## src/rtl/slsr_pkg.sv

```systemverilog
// ----------------------------------------------------------------------------
// slsr_pkg
// Types and constants shared by the literal substring replace block.
// ----------------------------------------------------------------------------
package slsr_pkg;

    localparam int SLOTS = 16;
    localparam int CNT_W = 5;
    localparam int IDX_W = 3;

    localparam logic [IDX_W-1:0] REG_PAT_LEN = 3'd0;
    localparam logic [IDX_W-1:0] REG_PAT_LO  = 3'd1;
    localparam logic [IDX_W-1:0] REG_PAT_HI  = 3'd2;
    localparam logic [IDX_W-1:0] REG_REP_LEN = 3'd3;
    localparam logic [IDX_W-1:0] REG_REP_LO  = 3'd4;
    localparam logic [IDX_W-1:0] REG_REP_HI  = 3'd5;

    typedef struct packed {
        logic [7:0] in_byte;
        logic       in_empty;
        logic       in_last;
    } t_in_beat;

    typedef struct packed {
        logic [7:0] out_byte;
        logic       out_empty;
        logic       out_last;
    } t_out_beat;

    // Control for the cell row.
    typedef struct packed {
        logic shift;
        logic load;
        logic clear;
    } t_cell_ctl;

endpackage

```

## src/rtl/stream_literal_substring_replace.sv

```systemverilog
// ----------------------------------------------------------------------------
// stream_literal_substring_replace
// Replaces every leftmost non-overlapping occurrence of a literal pattern
// in a byte stream with a replacement string, using a row of byte cells.
// ----------------------------------------------------------------------------
// The input stalls while the block is busy, so each byte is handled fully
// before the next one is taken; output stalls hold the flush, replacement
// and end-of-string beats.
// Reset clears the pending count, control state and all configuration.
module stream_literal_substring_replace
    import slsr_pkg::*;
#(
    parameter int MAX_PATTERN     = 16,
    parameter int MAX_REPLACEMENT = 16
) (
    input  logic             i_clk,
    input  logic             i_rst_n,
    input  logic             i_valid,
    output logic             o_stall,
    input  t_in_beat         i_data,
    output logic             o_valid,
    input  logic             i_stall,
    output t_out_beat        o_data,
    input  logic             i_cfg_valid,
    output logic             o_cfg_ready,
    input  logic [IDX_W-1:0] i_cfg_index,
    input  logic [63:0]      i_cfg_data
);
    localparam int PCAP = (MAX_PATTERN < SLOTS) ? MAX_PATTERN : SLOTS;
    localparam int RCAP = (MAX_REPLACEMENT < SLOTS) ? MAX_REPLACEMENT : SLOTS;

    typedef enum logic [2:0] {
        ST_IDLE, ST_CHECK, ST_FLUSH, ST_REPL, ST_END, ST_OUT
    } t_state;

    t_state      r_state, r_ret;
    logic [4:0]  r_pat_len, r_rep_len;
    logic [63:0] r_pat_lo, r_pat_hi, r_rep_lo, r_rep_hi;
    logic [CNT_W-1:0] r_count, r_ri;
    logic        r_last, r_emitted;
    t_out_beat   r_out;
    t_in_beat    r_in;

    logic [4:0]  plen, rlen;
    logic [127:0] pat_all, rep_all;
    logic [7:0]  cell_byte [SLOTS];
    logic        cell_eq [SLOTS];
    logic        cell_sel [SLOTS];
    t_cell_ctl   ctl;
    logic        prefix;
    logic [7:0]  rep_byte;

    assign plen = (r_pat_len > 5'(PCAP)) ? 5'(PCAP) : r_pat_len;
    assign rlen = (r_rep_len > 5'(RCAP)) ? 5'(RCAP) : r_rep_len;
    assign pat_all = {r_pat_hi, r_pat_lo};
    assign rep_all = {r_rep_hi, r_rep_lo};
    assign rep_byte = rep_all[{r_ri[3:0], 3'b000} +: 8];

    always_comb begin
        prefix = (r_count <= plen);
        for (int k = 0; k < SLOTS; k++) begin
            if (5'(k) < r_count && !cell_eq[k]) begin
                prefix = 1'b0;
            end
        end
    end

    genvar g;
    generate
        for (g = 0; g < SLOTS; g++) begin : g_cell
            assign cell_sel[g] = (r_count[3:0] == 4'(g));
            slsr_cell u_cell (
                .i_clk       (i_clk),
                .i_ctl       (ctl),
                .i_sel       (cell_sel[g]),
                .i_load_byte (r_in.in_byte),
                .i_next_byte ((g == SLOTS - 1) ? 8'd0 : cell_byte[(g + 1) % SLOTS]),
                .i_pat_byte  (pat_all[g*8 +: 8]),
                .o_byte      (cell_byte[g]),
                .o_eq        (cell_eq[g])
            );
        end
    endgenerate

    logic out_free;
    logic out_load;
    assign out_free    = !o_valid || !i_stall;
    assign out_load    = out_free && ((r_state == ST_FLUSH) ||
                         (r_state == ST_REPL && r_ri != rlen) ||
                         (r_state == ST_END && r_last && r_count == '0 && !r_emitted));
    assign o_stall     = (r_state != ST_IDLE);
    assign o_cfg_ready = (r_state == ST_IDLE);
    assign o_data      = r_out;

    always_comb begin
        ctl = '0;
        if (r_state == ST_FLUSH && out_free) begin
            ctl.shift = 1'b1;
        end
        if (r_state == ST_CHECK && r_ret == ST_IDLE) begin
            ctl.load = 1'b1;
        end
    end

    logic o_valid_r;
    assign o_valid = o_valid_r;

    always_ff @(posedge i_clk) begin
        if (!i_rst_n) begin
            r_state <= ST_IDLE;
            r_ret <= ST_IDLE;
            r_count <= '0;
            r_pat_len <= '0;
            r_rep_len <= '0;
            r_pat_lo <= '0;
            r_pat_hi <= '0;
            r_rep_lo <= '0;
            r_rep_hi <= '0;
            o_valid_r <= 1'b0;
            r_emitted <= 1'b0;
            r_last <= 1'b0;
            r_ri <= '0;
        end else begin
            if (o_valid_r && !i_stall && !out_load) begin
                o_valid_r <= 1'b0;
            end
            if (i_cfg_valid && o_cfg_ready) begin
                case (i_cfg_index)
                    REG_PAT_LEN: r_pat_len <= i_cfg_data[4:0];
                    REG_PAT_LO:  r_pat_lo  <= i_cfg_data;
                    REG_PAT_HI:  r_pat_hi  <= i_cfg_data;
                    REG_REP_LEN: r_rep_len <= i_cfg_data[4:0];
                    REG_REP_LO:  r_rep_lo  <= i_cfg_data;
                    REG_REP_HI:  r_rep_hi  <= i_cfg_data;
                    default: ;
                endcase
            end
            case (r_state)
                ST_IDLE: begin
                    if (i_valid) begin
                        r_in <= i_data;
                        r_last <= i_data.in_last;
                        r_emitted <= 1'b0;
                        if (i_data.in_empty) begin
                            r_state <= i_data.in_last ? ST_END : ST_IDLE;
                        end else if (r_count == CNT_W'(SLOTS)) begin
                            // Full row: the oldest byte leaves before the load.
                            r_ret <= ST_CHECK;
                            r_state <= ST_FLUSH;
                        end else begin
                            r_ret <= ST_IDLE;
                            r_state <= ST_CHECK;
                        end
                    end
                end
                ST_CHECK: begin
                    if (r_ret != ST_IDLE) begin
                        // Returning from the forced pop: arm the load into the freed slot.
                        r_ret <= ST_IDLE;
                    end else begin
                        r_count <= r_count + 1'b1;
                        r_ret <= ST_OUT;
                        r_state <= ST_CHECK;
                    end
                    if (r_ret == ST_OUT) begin
                        if (prefix) begin
                            if (plen != 0 && r_count == plen) begin
                                r_count <= '0;
                                r_ri <= '0;
                                r_state <= ST_REPL;
                            end else begin
                                r_state <= ST_END;
                            end
                        end else begin
                            r_state <= ST_FLUSH;
                        end
                    end
                end
                ST_FLUSH: begin
                    if (out_free) begin
                        o_valid_r <= 1'b1;
                        r_out <= '{out_byte: cell_byte[0], out_empty: 1'b0,
                                   out_last: r_last && r_count == 5'd1 && r_ret != ST_CHECK};
                        r_emitted <= 1'b1;
                        r_count <= r_count - 1'b1;
                        if (r_ret == ST_CHECK) begin
                            r_state <= ST_CHECK;
                        end else begin
                            r_state <= ST_END;
                        end
                    end
                end
                ST_REPL: begin
                    if (r_ri == rlen) begin
                        r_state <= ST_END;
                    end else if (out_free) begin
                        o_valid_r <= 1'b1;
                        r_out <= '{out_byte: rep_byte, out_empty: 1'b0,
                                   out_last: r_last && (r_ri + 1'b1 == rlen)};
                        r_emitted <= 1'b1;
                        r_ri <= r_ri + 1'b1;
                    end
                end
                ST_END: begin
                    if (r_last && r_count != 0) begin
                        r_ret <= ST_FLUSH;
                        r_state <= ST_FLUSH;
                    end else if (r_last && !r_emitted) begin
                        if (out_free) begin
                            o_valid_r <= 1'b1;
                            r_out <= '{out_byte: 8'd0, out_empty: 1'b1, out_last: 1'b1};
                            r_state <= ST_IDLE;
                        end
                    end else if (!r_last && r_count != 0 && !prefix) begin
                        r_ret <= ST_OUT;
                        r_state <= ST_FLUSH;
                    end else begin
                        r_state <= ST_IDLE;
                    end
                end
                default: r_state <= ST_IDLE;
            endcase
        end
    end

    assert property (@(posedge i_clk) disable iff (!i_rst_n)
        r_count <= CNT_W'(SLOTS))
        else $error("pending count above slot count");
    assert property (@(posedge i_clk) disable iff (!i_rst_n)
        o_valid && o_data.out_empty |-> o_data.out_byte == 8'd0)
        else $error("empty beat carries a byte");
    assert property (@(posedge i_clk) disable iff (!i_rst_n)
        r_state != ST_IDLE |-> o_stall)
        else $error("input open while busy");
endmodule

```

## src/rtl/slsr_cell.sv

```systemverilog
// ----------------------------------------------------------------------------
// slsr_cell
// One pending byte slot: holds or loads a byte, compares it with its pattern
// byte, and takes its neighbor's byte when the row shifts toward the head.
// ----------------------------------------------------------------------------
module slsr_cell
    import slsr_pkg::*;
(
    input  logic       i_clk,
    input  t_cell_ctl  i_ctl,
    input  logic       i_sel,
    input  logic [7:0] i_load_byte,
    input  logic [7:0] i_next_byte,
    input  logic [7:0] i_pat_byte,
    output logic [7:0] o_byte,
    output logic       o_eq
);
    logic [7:0] r_byte;
    logic [7:0] n_byte;

    always_comb begin
        n_byte = r_byte;
        if (i_ctl.shift) begin
            n_byte = i_next_byte;
        end else if (i_ctl.load && i_sel) begin
            n_byte = i_load_byte;
        end
    end

    always_ff @(posedge i_clk) begin
        r_byte <= n_byte;
    end

    assign o_byte = r_byte;
    assign o_eq   = (r_byte == i_pat_byte);
endmodule
```

## config.mk

```make
export PLATFORM = sky130hd
export DESIGN_NAME = stream_literal_substring_replace
export DESIGN_NICKNAME = d
export VERILOG_FILES = /design/src/rtl/slsr_pkg.sv /design/src/rtl/stream_literal_substring_replace.sv /design/src/rtl/slsr_cell.sv
export SDC_FILE = /design/constraint.sdc
export NUM_CORES = 1
export LEC_CHECK = 0
export ABC_CLOCK_PERIOD_IN_PS = 3900
export BUFFER_PORTS_ARGS = -buffer_cell sky130_fd_sc_hd__buf_4
export CORE_AREA = 4 4 164 206
export DETAILED_ROUTE_END_ITERATION = 8
export DIE_AREA = 0 0 168 210
export PLACE_DENSITY_LB_ADDON = 0.25
export SLEW_MARGIN = 20
export SYNTH_ARGS = -nofsm -noshare
export SYNTH_HDL_FRONTEND = slang
export SYNTH_SLANG_ARGS = --single-unit
```

## constraint.sdc

```tcl
create_clock -name i_clk -period 3.9 [get_ports i_clk]
set_clock_uncertainty 0.15 [all_clocks]
set_input_delay 0.975 -clock i_clk [delete_from_list [all_inputs] [get_ports i_clk]]
set_output_delay 0.975 -clock i_clk [all_outputs]
set_load 0.1 [all_outputs]
```

==> impl_metrics.toml <==
[route]
wl_met2_mm = 27.2
dr_wl_met3_mm = 4.48
routed_via_density = 6.22
drt-pass1-iter-count = 6
drt_iter0_drc = 1883
top_layer = "met4"
met1_length_mm = 21.4
ant_nets = 0
drc = 0
drt_wl_total_mm = 56.8
wl_per_cell_um = 22.6
vias = 15600

[timing]
worst_slew_pin_slew_ps = 1160
setup_violations = 0
slew_headroom = 0.220
setup_ws_ps = 338
post-route-min-period_ps = 3560
setup_tns_ps = 0
final_hold_viol_count = 0
rsz0062_at_grt = "no"
fmax_ghz = 0.281
fin_crit_sh = 0.913
slew_violations = 0

[outcome]
status = "finished, final reports clean"

[global_route]
grt_usage = 0.311
grt_pass1_wl_mm = 85.6
grt_max_degree = 130
overflow = 0
grt_pass1_vias = 15000
antenna_found_initial = 0

[die]
rows = 73
die-area_mm2 = 0.0353
die_h_um = 210
top_level_ports = 95
initial_core_util = 0.608
core_area_mm2 = 0.0317
fp.dieW_um = 168

[run]
maxCapViolations = 0

[cts]
postCtsSetupBuffers = 0
ctsResizeCount = 0
root_buffer = "clkbuf_16"
clk_pin_slew_ps = 60
holdBufCountCts = 0
max-clock-path-buffers = 3
cts_made_buffers = 41
insertion_delay_ps = 560
h-tree-depth = 2
cts_tree = "done"
clock-sinks = 431

[critical_path]
critPathArrivalTime_ps = 3820
reg2reg_from = "g_cell[5].u_cell.o_byte[5]"
r2r_setup_slack_ps = 340
ff2ff_path_depth = 8
startpoint_type = "flop"
path_class = "reg2reg"
cp_max_fo = 8
r2r-end = "r_ri[2]"
critPathRequiredTime_ps = 4160
end_kind = "flop"

[power]
switchingPower_mw = 2.75
finalPower_mw = 10.3
switching_share = 0.266
p_seq_frac = 0.483
p_per_area_mw_per_mm2 = 475
leakage_nw = 8.35
combPwrFrac = 0.129
ir_drop_mv = 0.376
p_int_mw = 7.58
clkPwrFrac = 0.388

[worst_hold_path]
holdPathStages = 2
hold-path-endpoint = "r_ri[1]"
hold_path.startpoint = "r_ri[1]"
min_path_type = "reg2reg"

[cells_and_area]
multi_input_area_mm2 = 0.00867
area_growth_pct = 12.8
n_antenna_cell = 0
final.fill_count = 2406
post-route-cell-area_mm2 = 0.0217
layout-drive-gt1-share = 0.129
nets = 2158
seq_area_mm2 = 0.0100

[synthesis]
synth_adder_area_share = 0.00715
synth_compound_area_frac = 0.163
ys_seq_elements = 431
syn-instance-count = 2024
syn_nets = 2117
yosys_warnings = 0
synth_mux_area_frac = 0.0546
synth_edf_count = 138
synthArstFlopShare = 0
synth-seq-area-share = 0.520
synth_xor_xnor_area_share = 0.0628
ys_types = 68
synth-simple-area-share = 0.161
ys.flop_type = "dfxtp_1"
syn_avg_cell_area_um2 = 9.52
synth_area_mm2 = 0.0193
synth_top_family_by_area = "compound AO/OA/AOI/OAI gates"

[placement]
placed_area_mm2 = 0.0204
dp_hpwl_mm = 39.5
globalplace.congestion = 0.999
port_buffers = 94
post-place-ws_ps = 518
-- power groups by stage --
stage / registers (mW) / logic (mW) / clock network (mW)
after floorplan: 5.00 / 0.890 / 0
after global placement: 5.07 / 1.28 / 0
after detailed placement: 5.07 / 1.30 / 0
after CTS: 4.98 / 1.31 / 4.04
after global routing: 4.99 / 1.44 / 4.22
final: 4.98 / 1.34 / 4.01
-- flip-flops by register name, summed over array words and instances, names as in the netlist --
name	cells
g_cell.u_cell.o_byte	128
r_pat_hi	64
r_pat_lo	64
r_rep_hi	64
r_rep_lo	64
o_data	10
r_in	8
r_count	5
r_pat_len	5
r_rep_len	5
r_ri	5
r_ret	3
r_state	3
o_valid	1
r_emitted	1
r_last	1
-- worst max-delay path by stage --
stage,start,slack [ps],to
finish,g_cell[5].u_cell.o_byte[5],340,r_ri[2]
global route,g_cell[4].u_cell.o_byte[3],200,r_ri[2]
floorplan,r_state[0],770,r_rep_hi[10]
detailed placement,g_cell[5].u_cell.o_byte[7],520,r_ri[2]
global placement,g_cell[4].u_cell.o_byte[3],440,r_ri[2]
CTS,g_cell[4].u_cell.o_byte[4],460,r_ri[2]
-- synthesized netlist by cell type, types with 6 or more instances --
cell,instances,area share
a21o_1,125,0.049
dfxtp_1,293,0.30
ha_1,11,0.0071
nor2_1,41,0.0080
xnor2_1,33,0.015
nor3_1,6,0.0016
a21oi_1,234,0.061
nor2b_1,11,0.0036
o21ai_0,35,0.0091
or3_1,6,0.0019
nand2_1,559,0.11
xor2_1,105,0.048
nor4_1,27,0.0088
edfxtp_1,138,0.22
inv_1,10,0.0019
nand3_1,24,0.0062
o21ai_1,6,0.0016
buf_1,6,0.0012
buf_2,12,0.0031
clkbuf_1,126,0.025
o31ai_1,7,0.0027
a22o_1,8,0.0036
mux2i_1,15,0.0078
nand4_1,12,0.0039
and2_1,10,0.0032
a21boi_1,48,0.019
mux4_2,40,0.047
-- through the flow --
stage | cells | util | hold WS, ps
after floorplan | 2024 | - | 283
after global placement | 2434 | 0.643 | 288
after detailed placement | 2434 | 0.643 | 292
after CTS | 2509 | 0.685 | 301
after global routing | 2509 | 0.685 | 321
final | 2509 | 0.685 | 300
-- layout make-up --
type	count	area share
clock buffer	58	0.0549
tap	412	0.0237
multi-input combinational	1436	0.399
timing repair buffer	143	0.0517
inverter	12	0.00230
clock inverter	17	0.00726
sequential	431	0.461
-- layout by cell type (no fill, tap or decap), types with 7 or more instances in the layout --
cell / instances
edfxtp_1: 138
mux4_2: 40
nor4_1: 27
dfxtp_1: 292
clkbuf_16: 44
a21oi_1: 233
mux2i_1: 15
nor2_1: 40
o21ai_1: 7
nor2b_1: 11
o31ai_1: 7
buf_4: 139
o21ai_0: 34
and2_1: 9
nand2_1: 558
a21boi_1: 48
clkinv_2: 8
nand3_1: 22
a21o_1: 125
a22o_1: 8
inv_1: 9
nand4_1: 12
clkbuf_1: 10
xor2_1: 105
xnor2_1: 33
ha_1: 11
-- cell families (layout without fill, tap and decap cells) --
family          count (synthesis)  after routing
compound gates                502            502
xor+xnor                      138            138
fa+ha+maj                      11             11
buf+inv                       157            230
flops                         431            431
mux                            55             55
simple gates                  730            730
-- worst max-delay path, cell delays in order (launching register included) --
cell,delay (ps)
edfxtp_1,410
xor2_1,170
nor4_1,710
a22oi_1,190
a2111oi_0,410
nand4_1,240
or3_1,600
o41ai_4,390
a311oi_1,150
-- metal layers --
layer | GRT usage | vias to the layer above
li1 | - | 7071
met1 | 0.395 | 7580
met2 | 0.519 | 756
met3 | 0.0443 | 187
met4 | 0.166 | 0
met5 | 0 | -
No activity file was read; power rests on OpenSTA's default activity.
